File: config.mk
export PLATFORM = sky130hd
export DESIGN_NAME = websocket_frame_unmasker_top
export DESIGN_NICKNAME = d
export VERILOG_FILES = /design/src/rtl/core/wsfu_pkg.sv /design/src/rtl/core/websocket_frame_unmasker_top.sv
export SDC_FILE = /design/constraint.sdc
export NUM_CORES = 1
export LEC_CHECK = 0
export BUFFER_PORTS_ARGS = -buffer_cell sky130_fd_sc_hd__buf_2
export CAP_MARGIN = 0
export CORE_AREA = 2 2 164 126
export DETAILED_ROUTE_END_ITERATION = 10
export DIE_AREA = 0 0 166 128
export SLEW_MARGIN = 5
export SYNTH_ARGS = -nofsm -noshare
export SYNTH_HDL_FRONTEND = slang
export SYNTH_SLANG_ARGS = --single-unit
File: constraint.sdc
create_clock -name clk -period 3.8 [get_ports clk]
set_input_delay 0.38 -clock clk [delete_from_list [all_inputs] [get_ports clk]]
set_output_delay 0.38 -clock clk [all_outputs]
set_load 0.05 [all_outputs]
File: src/rtl/core/wsfu_pkg.sv
// Package: shared widths, codes and result type of the WebSocket frame unmasker.
`timescale 1ns / 1ps

package wsfu_pkg;

  localparam int unsigned COUNT_WIDTH_DEF = 16;
  localparam int unsigned BYTE_W          = 8;
  localparam int unsigned LEN_W           = 16;
  localparam int unsigned POS_W           = 4;
  localparam int unsigned KEY_BYTES       = 4;

  localparam logic [7:0]       OPCODE_MASK   = 8'h0F;
  localparam logic [7:0]       OPCODE_BINARY = 8'h02;
  localparam logic [7:0]       CLOSE_BYTE    = 8'd136;
  localparam logic [7:0]       LEN_CODE_MASK = 8'd127;
  localparam logic [6:0]       LEN_CODE_16   = 7'd126;
  localparam logic [6:0]       LEN_CODE_SHORT_MAX = 7'd125;
  localparam logic [POS_W-1:0] OFFSET_SHORT  = 4'd2;
  localparam logic [POS_W-1:0] OFFSET_16     = 4'd4;
  localparam logic [POS_W-1:0] OFFSET_64     = 4'd10;
  localparam logic [POS_W-1:0] KEY_LEN       = 4'd4;
  localparam logic [LEN_W-1:0] LEN_MAX       = 16'hFFFF;

  typedef enum logic [1:0] {
    ST_OK          = 2'd0,
    ST_CLOSE       = 2'd1,
    ST_UNSUPPORTED = 2'd2,
    ST_TRUNCATED   = 2'd3
  } status_t;

  typedef struct packed {
    logic [BYTE_W-1:0] out_byte;
    logic              byte_valid;
    logic              frame_end;
    status_t           frame_status;
    logic [LEN_W-1:0]  payload_length;
  } result_t;

endpackage

File: src/rtl/core/websocket_frame_unmasker_top.sv
// Top level: WebSocket receive deframer that unmasks one binary frame's payload bytes.
// Each result is registered in out_r before it shows on out_*, passing through the skid entry when the output stalls.
// Throughput: one byte per cycle while in_tready is high; header and dropped bytes give a result only at frame end.
// Output register plus one skid entry: in_tready stays high while one result waits.
// Reset: synchronous, active-low rst_n clears frame state and both output entries.
// Every final byte rearms the frame state to its reset values.
`timescale 1ns / 1ps

module websocket_frame_unmasker_top #(
  parameter int unsigned COUNT_WIDTH = wsfu_pkg::COUNT_WIDTH_DEF
) (
  input  logic        clk,
  input  logic        rst_n,
  // in_tdata: [7:0] rx_byte
  input  logic        in_tvalid,
  output logic        in_tready,
  input  logic [7:0]  in_tdata,
  input  logic        in_tlast,
  // out_tdata: [7:0] out_byte, [23:8] payload_length
  output logic        out_tvalid,
  input  logic        out_tready,
  output logic [23:0] out_tdata,
  output logic        out_tlast,
  // out_tuser: [0] byte_valid, [2:1] frame_status
  output logic [2:0]  out_tuser
);

  localparam int unsigned PW = wsfu_pkg::POS_W;
  localparam int unsigned BW = wsfu_pkg::BYTE_W;

  logic [PW-1:0]          pos_r, pos_nxt;
  logic [PW-1:0]          mask_off_r, mask_off_nxt;
  logic [BW-1:0]          key_r   [wsfu_pkg::KEY_BYTES];
  logic [BW-1:0]          key_nxt [wsfu_pkg::KEY_BYTES];
  logic [COUNT_WIDTH-1:0] cnt_r, cnt_nxt;
  wsfu_pkg::status_t      verdict_r, verdict_nxt;
  logic [1:0]             phase_r, phase_nxt;

  wsfu_pkg::result_t out_r, skid_r, res;
  logic              out_valid_r, skid_valid_r, res_valid;

  logic              accept;
  logic [PW-1:0]     data_start;
  logic [PW-1:0]     key_rel;
  logic              payload;
  logic [6:0]        len_code;
  wsfu_pkg::status_t end_st;

  assign in_tready = !skid_valid_r;
  assign accept    = in_tvalid && in_tready;

  assign data_start = mask_off_r + wsfu_pkg::KEY_LEN;
  assign key_rel    = pos_r - mask_off_r;
  assign len_code   = 7'(in_tdata & wsfu_pkg::LEN_CODE_MASK);

  always_comb begin
    pos_nxt      = pos_r;
    mask_off_nxt = mask_off_r;
    key_nxt      = key_r;
    cnt_nxt      = cnt_r;
    verdict_nxt  = verdict_r;
    phase_nxt    = phase_r;
    payload      = 1'b0;
    res_valid    = 1'b0;
    res          = '0;
    end_st       = wsfu_pkg::ST_OK;
    if (accept) begin
      if (pos_r == '0) begin
        if ((in_tdata & wsfu_pkg::OPCODE_MASK) == wsfu_pkg::OPCODE_BINARY) begin
          verdict_nxt = wsfu_pkg::ST_OK;
        end else if (in_tdata == wsfu_pkg::CLOSE_BYTE) begin
          verdict_nxt = wsfu_pkg::ST_CLOSE;
        end else begin
          verdict_nxt = wsfu_pkg::ST_UNSUPPORTED;
        end
        pos_nxt = PW'(1);
      end else if (verdict_r != wsfu_pkg::ST_OK) begin
        // drop the rest of a rejected frame
      end else if (pos_r == PW'(1)) begin
        if (len_code <= wsfu_pkg::LEN_CODE_SHORT_MAX) begin
          mask_off_nxt = wsfu_pkg::OFFSET_SHORT;
        end else if (len_code == wsfu_pkg::LEN_CODE_16) begin
          mask_off_nxt = wsfu_pkg::OFFSET_16;
        end else begin
          mask_off_nxt = wsfu_pkg::OFFSET_64;
        end
        pos_nxt = PW'(2);
      end else if (pos_r < data_start) begin
        if (pos_r >= mask_off_r) begin
          key_nxt[key_rel[1:0]] = in_tdata;
        end
        pos_nxt = pos_r + PW'(1);
      end else begin
        payload   = 1'b1;
        phase_nxt = phase_r + 2'd1;
        if (cnt_r != '1) begin
          cnt_nxt = cnt_r + COUNT_WIDTH'(1);
        end
        res_valid      = 1'b1;
        res.out_byte   = in_tdata ^ key_r[phase_r];
        res.byte_valid = 1'b1;
        res.frame_end  = in_tlast;
        res.frame_status = wsfu_pkg::ST_OK;
      end

      if (!payload && in_tlast) begin
        end_st = verdict_nxt;
        if (end_st == wsfu_pkg::ST_OK && pos_nxt < (mask_off_nxt + wsfu_pkg::KEY_LEN)) begin
          end_st = wsfu_pkg::ST_TRUNCATED;
        end
        res_valid        = 1'b1;
        res.frame_end    = 1'b1;
        res.frame_status = end_st;
      end

      if (64'(cnt_nxt) > 64'(wsfu_pkg::LEN_MAX)) begin
        res.payload_length = wsfu_pkg::LEN_MAX;
      end else begin
        res.payload_length = wsfu_pkg::LEN_W'(cnt_nxt);
      end

      if (in_tlast) begin
        pos_nxt      = '0;
        mask_off_nxt = wsfu_pkg::OFFSET_SHORT;
        key_nxt      = '{default: '0};
        cnt_nxt      = '0;
        verdict_nxt  = wsfu_pkg::ST_OK;
        phase_nxt    = '0;
      end
    end
  end

  always_ff @(posedge clk) begin
    if (!rst_n) begin
      pos_r        <= '0;
      mask_off_r   <= wsfu_pkg::OFFSET_SHORT;
      key_r        <= '{default: '0};
      cnt_r        <= '0;
      verdict_r    <= wsfu_pkg::ST_OK;
      phase_r      <= '0;
      out_valid_r  <= 1'b0;
      skid_valid_r <= 1'b0;
    end else begin
      pos_r      <= pos_nxt;
      mask_off_r <= mask_off_nxt;
      key_r      <= key_nxt;
      cnt_r      <= cnt_nxt;
      verdict_r  <= verdict_nxt;
      phase_r    <= phase_nxt;
      if (!out_valid_r || out_tready) begin
        if (skid_valid_r) begin
          out_valid_r  <= 1'b1;
          skid_valid_r <= 1'b0;
        end else begin
          out_valid_r <= res_valid;
        end
      end else if (res_valid) begin
        skid_valid_r <= 1'b1;
      end
    end
  end

  always_ff @(posedge clk) begin
    if (!out_valid_r || out_tready) begin
      if (skid_valid_r) begin
        out_r <= skid_r;
      end else begin
        out_r <= res;
      end
    end else if (res_valid) begin
      skid_r <= res;
    end
  end

  assign out_tvalid = out_valid_r;
  assign out_tdata  = {out_r.payload_length, out_r.out_byte};
  assign out_tlast  = out_r.frame_end;
  assign out_tuser  = {out_r.frame_status, out_r.byte_valid};

  a_skid_behind_out: assert property (@(posedge clk) disable iff (!rst_n)
    skid_valid_r |-> out_valid_r)
    else $error("skid entry held without a waiting output");

  a_payload_ok: assert property (@(posedge clk) disable iff (!rst_n)
    out_tvalid && out_tuser[0] |-> out_tuser[2:1] == wsfu_pkg::ST_OK)
    else $error("payload byte reported with a non-ok status");

  a_status_only_at_end: assert property (@(posedge clk) disable iff (!rst_n)
    out_tvalid && !out_tuser[0] |-> out_tlast)
    else $error("result without payload byte outside frame end");

  a_pos_bounded: assert property (@(posedge clk) disable iff (!rst_n)
    pos_r <= data_start)
    else $error("header position beyond start of payload");

  a_offset_legal: assert property (@(posedge clk) disable iff (!rst_n)
    mask_off_r == wsfu_pkg::OFFSET_SHORT || mask_off_r == wsfu_pkg::OFFSET_16 ||
    mask_off_r == wsfu_pkg::OFFSET_64)
    else $error("mask offset outside the three header layouts");

  a_stall_no_accept: assert property (@(posedge clk) disable iff (!rst_n)
    skid_valid_r && out_tvalid && !out_tready |=> skid_valid_r)
    else $error("skid entry lost while output stalled");

endmodule

==> impl_metrics.json, run 1 <==
{
  "place_ws_ns": 0.257,
  "synth-seq-area-share_pct": 50.3,
  "arrival_ns": 3.70,
  "start_util_pct": 29.4,
  "syn_inst": 536,
  "worstPathCellList": "inv_1 > ha_1 > fa_1 > o21bai_2 > a21o_1 > a21oi_1 > o211a_1 > ha_1 > nor3b_1 > o2111ai_1 > nor4_1 > nor3_1 > o21ai_0",
  "dp.cells": 822,
  "p_leak_nw": 2.68,
  "synth.area.top_cells": "edfxtp_1, dfxtp_1, a22o_1",
  "run_status": "completed",
  "clock_skew_ns": 0.00618,
  "hp-class": "in -> reg",
  "wl_per_cell_um": 17.2,
  "cpMostUsedCell": "ha_1",
  "critPathBufInv": 1,
  "synth-compound-area-share_pct": 19.0,
  "vias": 4566,
  "synthMuxAreaShare_pct": 3.66,
  "ioPinCount": 43,
  "clock-sinks": 118,
  "final_hold_viol_count": 0,
  "cts_hold_buffers": 0,
  "fin_crit_ns": 3.44,
  "overflow": 0,
  "max_freq_mhz": 290,
  "ir_worst_vdd_mv": 0.310,
  "grt_max_degree": 32,
  "synth_top_cell_by_area": "edfxtp_1",
  "drt_wl_total_um": 14700,
  "grt-busiest-layer": "met2",
  "area.growth.synth_to_final_pct": 19.1,
  "critPathLaunchType": "flop",
  "ys_types": 76,
  "grt_setup_unrepaired": "no",
  "grtUsageMet2_pct": 20.7,
  "crit_path_max_incr_delay_ns": 0.46,
  "yosysTopAreaCellShare_pct": 28.9,
  "syn-num-nets": 563,
  "synth_fa_ha_area_share_pct": 3.14,
  "grt_usage_pct": 14.4,
  "slew_viol_final": 0,
  "cts_setup_buffers": 0,
  "maxSlewHeadroom_pct": 45.4,
  "gr-usage-met3_pct": 4.20,
  "dieArea_um2": 21200,
  "synth_ff_type": "dfxtp_1",
  "worstSkewPairLatency_ns": 0.41,
  "crit_type": "reg -> reg",
  "end_kind": "flop",
  "grt_pass1_vias": 4359,
  "cp_max_fo": 8,
  "p_per_area_nw_per_um2": 449,
  "finalNonFillerCells": 854,
  "postSynthAreaPerCell_um2": 10.8,
  "antenna_cells": 0,
  "drc": 0,
  "cp_top_family": "compound AO/OA/AOI/OAI gates",
  "cts_resized": 0,
  "fin_nets": 610,
  "htree_num_levels": 4,
  "required_ns": 4.06,
  "post-dp-hpwl_um": 10400,
  "synthArstFlopShare_pct": 0,
  "drt_iter0_drc": 366,
  "tightestPinTransition_ns": 0.818,
  "cp_slowest_cell": "dfxtp_1",
  "power.total_mw": 3.11,
  "cts_root_buffer": "clkbuf_16",
  "min_period_over_period_pct": 90.6,
  "place_congestion": 0.876,
  "maxCapViolCount": 0,
  "cts_tree": "done",
  "synthXorXnorAreaFrac_pct": 3.01,
  "setup_ws_ns": 0.357,
  "grt_use_met1_pct": 20.3,
  "yosysWarningCount": 0,
  "cts_made_buffers": 17,
  "startpoint": "pos_r[0]",
  "synth_edf_count": 56,
  "hp-start": "in_tdata[0]",
  "viasPerCell": 5.35,
  "setup_viol": 0,
  "drive_gt1_share_pct": 19.8,
  "die_h_um": 128,
  "cts.reportedPaths.clkPinSlew_ns": 0.06,
  "grt_pass1_wl_um": 23900,
  "ant_nets": 0,
  "clk_path_buf_depth": 2,
  "rows": 45,
  "first_pass_iters": 5,
  "core_um2": 19800,
  "synth_top_family_by_area": "compound AO/OA/AOI/OAI gates",
  "portBuffers": 42,
  "fillers": 1931,
  "die_x_um": 166,
  "rr_startpoint": "pos_r[0]",
  "syn_area_um2": 5810,
  "synth-simple-area-share_pct": 17.3,
  "yosys.cell_count.top_type": "dfxtp_1",
  "antenna_found_initial": 0,
  "synth-seq-cells": 118,
  "synthTopCellsByCount": "dfxtp_1, edfxtp_1, nand2_1, nor2_1, a22o_1",
  "fin_tns_setup_ns": 0
}
[registers in the layout, indices dropped and copies added (netlist names), 2 cells and up]
signal and cells:
phase_r 2, verdict_r 2, cnt_r 16, out_tuser 3, mask_off_r 4, skid_r 28, key_r 32, pos_r 4
out_tdata 24
[path summary, 6_finish.rpt]
check        depth (start not counted)  slack (ns)            end
max                                 13        0.36   out_tuser[1]
min                                  3        0.37  mask_off_r[3]
max reg2reg                         13        0.36   out_tuser[1]
min reg2reg                          1        0.47       key_r[9]
[routing by layer]
metal / vias up / part of all wire, % / wire length (um)
met1: 2210 / 49 / 7220
met4: 0 / 1.7 / 252
met2: 188 / 42 / 6180
li1: 2144 / - / -
met5: - / 0 / 0
met3: 24 / 7.2 / 1060
[logic make-up after synthesis]
group	count (synthesis)
adders and majority gates	14
and+or+nand+nor	174
xor gates and xnor gates	20
AOI/OAI and AO/OA	150
buffers and inverters	49
DFF	118
muxes	11
[worst register-to-register path: stages (launching register included)]
cell	delay, ns
dfxtp_1	0.46
inv_1	0.13
ha_1	0.23
fa_1	0.39
o21bai_2	0.28
a21o_1	0.21
a21oi_1	0.09
o211a_1	0.25
ha_1	0.21
nor3b_1	0.21
o2111ai_1	0.14
nor4_1	0.37
nor3_1	0.12
o21ai_0	0.18
[per-stage QoR]
step                utilization, %  hold slack, ns  area, um2
global route                  35.0           0.385       6920
finish                        35.0           0.366       6920
global placement              32.0           0.440       6330
CTS                           35.0           0.339       6920
floorplan                        -           0.427       5810
detailed placement            32.0           0.452       6330
[placed cells by master (no fill, tap or decap), types with 4 or more instances in the layout]
cell type	count
nor2b_1	13
xnor2_1	17
clkbuf_16	20
nor4_1	9
a31oi_1	11
a22oi_1	4
buf_4	15
nand2b_1	6
a21oi_1	18
nor2_1	37
a41oi_1	4
and3_1	5
a22o_1	24
nor3_1	7
o21ai_1	7
mux4_2	8
a21o_1	18
buf_2	42
dfxtp_1	62
edfxtp_1	56
a211oi_1	5
ha_1	13
o2bb2ai_1	10
nand4_1	7
o21ai_0	16
nand3_1	13
nand2_1	42
inv_1	19
[where the power goes]
part / switching (mW) / total [mW] / internal (mW)
combinational: 0.148 / 0.194 / 0.0466
clock: 0.578 / 1.57 / 0.988
sequential: 0.00716 / 1.35 / 1.34
total: 0.733 / 3.11 / 2.38
[final cells by class]
cell class,count,area [um2],share of cell area (%)
timing repair buffer,57,323,4.66
clock inverter,8,56.3,0.813
tap,258,323,4.66
sequential,118,2920,42.2
inverter,20,75.1,1.08
clock buffer,24,536,7.73
multi-input combinational,369,2690,38.8
(Power assumes the default switching activity.)
==> run 2, diff against run 1 <==
--- a/config.mk
+++ b/config.mk
@@ -10,6 +10,7 @@
 export CORE_AREA = 2 2 164 126
 export DETAILED_ROUTE_END_ITERATION = 10
 export DIE_AREA = 0 0 166 128
+export PLACE_DENSITY = 0.47
 export SLEW_MARGIN = 5
 export SYNTH_ARGS = -nofsm -noshare
 export SYNTH_HDL_FRONTEND = slang
==> run 2 against run 1 <==
Count of clock-buffer cells in the layout decreased by 7. Fmax increased by 1.7%. Worst hold slack got worse by 0.046 ns. Via count decreased by 0.96%. Largest power group unchanged. Critical endpoint unchanged. Core utilization decreased by 0.11 points. Largest cell class unchanged. Non-clock buffer count decreased by 2. Clock power about the same.
==> impl_metrics.json, run 2 (synthesis results as in run 1) <==
{
  "run_status": "completed",
  "viasPerCell": 5.31,
  "ff_latch_area_um2": 2920,
  "finalNonFillerCells": 852,
  "start_util_pct": 29.4,
  "fin_tns_setup_ns": 0,
  "cts.reportedPaths.clkPinSlew_ns": 0.06,
  "ioPinCount": 43,
  "fin_util_pct": 34.9,
  "setup_viol": 0,
  "hold-path-endpoint": "mask_off_r[3]",
  "hp-class": "in -> reg",
  "cts_tree": "done",
  "critPathLaunchType": "flop",
  "clk_path_buf_depth": 2,
  "first_pass_iters": 5,
  "maxCapViolCount": 0,
  "drive_gt1_share_pct": 19.7,
  "grt_setup_unrepaired": "no",
  "drc": 0,
  "largest_reg_flops": 32,
  "hp-start": "in_tdata[0]",
  "crit_type": "reg -> reg",
  "grt_pass1_vias": 4458,
  "rows": 45,
  "ir_worst_vdd_mv": 0.324,
  "dieArea_um2": 21200,
  "r2r_end": "out_tuser[1]",
  "fin_crit_ns": 3.39,
  "grtUsageMet2_pct": 21.7,
  "rr_startpoint": "pos_r[0]",
  "crit_path_max_incr_delay_ns": 0.47,
  "min_path_cells": 3,
  "clock-sinks": 118,
  "core_um2": 19800,
  "cts_root_buffer": "clkbuf_16",
  "top_register": "key_r",
  "post-dp-hpwl_um": 10700,
  "layout_common_cells": "dfxtp_1, edfxtp_1, nand2_1, buf_2, nor2_1",
  "vias": 4522,
  "arrival_ns": 3.66,
  "tightestPinTransition_ns": 1.03,
  "setup_ws_ns": 0.413,
  "drt_iter0_drc": 317,
  "portBuffers": 42,
  "cp_slowest_cell": "dfxtp_1",
  "end_kind": "flop",
  "slew_viol_final": 0,
  "place_congestion": 0.853,
  "area.growth.synth_to_final_pct": 18.7,
  "p_per_area_nw_per_um2": 453,
  "die_h_um": 128,
  "maxSlewHeadroom_pct": 31.3,
  "htree_num_levels": 4,
  "grt-busiest-layer": "met1",
  "cts_hold_buffers": 0,
  "worstSkewPairLatency_ns": 0.42,
  "layout_commonest_cell": "dfxtp_1",
  "p_leak_nw": 2.66,
  "die_x_um": 166,
  "cts_made_buffers": 17,
  "gr-usage-met3_pct": 4.29,
  "fillers": 1953,
  "r2r_cells": 13,
  "place_ws_ns": 0.233,
  "r2r_setup_slack_ns": 0.41,
  "grt_usage_pct": 15.3,
  "antenna_cells": 0,
  "fin_nets": 608,
  "ant_nets": 0,
  "overflow": 0,
  "final_hold_viol_count": 0,
  "multiInputGateArea_um2": 2700,
  "power.total_mw": 3.13,
  "worstPathCellList": "inv_1 > ha_1 > fa_1 > o21bai_2 > a21o_1 > nor3_1 > xnor2_1 > ha_1 > a22oi_1 > o2111ai_1 > nor4_2 > nor3_1 > o21ai_0",
  "clock_skew_ns": 0.00912,
  "grt_use_met1_pct": 22.5,
  "antenna_found_initial": 0,
  "drt_wl_total_um": 15600,
  "wl_per_cell_um": 18.3,
  "min_period_over_period_pct": 89.1,
  "cp_max_fo": 8,
  "grt_pass1_wl_um": 25200,
  "required_ns": 4.07,
  "grt_max_degree": 39,
  "dp.cells": 820,
  "max_freq_mhz": 295
}
[run 2: cell types whose count changed in the layout (fill, tap and decap cells not counted), sizes merged]
cell,previous run,this run
buf,57,55
clkbuf,24,17
bufinv,0,2
clkinv,3,9
inv,23,22
[run 2: report_power, final]
group	switching [mW]	internal, mW	leakage [nW]	total (mW)
clock	0.618	0.966	0.279	1.58
combinational	0.151	0.0449	1.31	0.196
sequential	0.00713	1.34	1.08	1.35
total	0.776	2.35	2.66	3.13
[run 2: through the flow]
step           hold WS, ns  instance area (um2)
3_5_place_dp         0.446                 6310
3_3_place_gp         0.441                 6310
5_1_grt              0.366                 6900
4_1_cts              0.321                 6890
6_report             0.320                 6900
2_1_floorplan        0.427                 5810
[run 2: metal layers]
layer / share of wire [%] / vias up
met1: 52 / 2212
met2: 41 / 155
met4: 1.3 / 0
met3: 6.0 / 15
li1: - / 2140
met5: 0 / -
[run 2: final cells by class]
cell class / count / area share [%]
clock inverters: 15 / 2.23
repair buffers: 55 / 4.46
inverters: 20 / 1.09
multi-input cells: 369 / 39.0
flip-flops and latches: 118 / 42.3
clock buffers: 17 / 6.16
well taps: 258 / 4.68
[run 2: repair_timing]
item                                    CTS  global route
resized for setup                         0             2
endpoints found under the setup margin    0             4
setup buffers                             0             0
[run 2: critical path: cells and delay by family (launching register included)]
family                   cells  cell delay, ns
buffers and inverters        1            0.14
adder cells (fa/ha/maj)      3            0.90
AO/OA/AOI/OAI                5            1.03
AND/OR/NAND/NOR              3            0.49
XOR/XNOR                     1            0.21
flip-flops                   1            0.47
[run 2: worst max-delay path by stage]
stage | start | endpoint | slack (ns) | cells after the start
after floorplan | pos_r[0] | skid_r[0] | 0.006 | 8
after global placement | pos_r[0] | out_tuser[1] | 0.29 | 13
after detailed placement | pos_r[0] | out_tuser[1] | 0.23 | 13
after CTS | pos_r[0] | out_tuser[1] | 0.21 | 13
after global routing | pos_r[0] | out_tuser[1] | 0.17 | 13
final | pos_r[0] | out_tuser[1] | 0.41 | 13
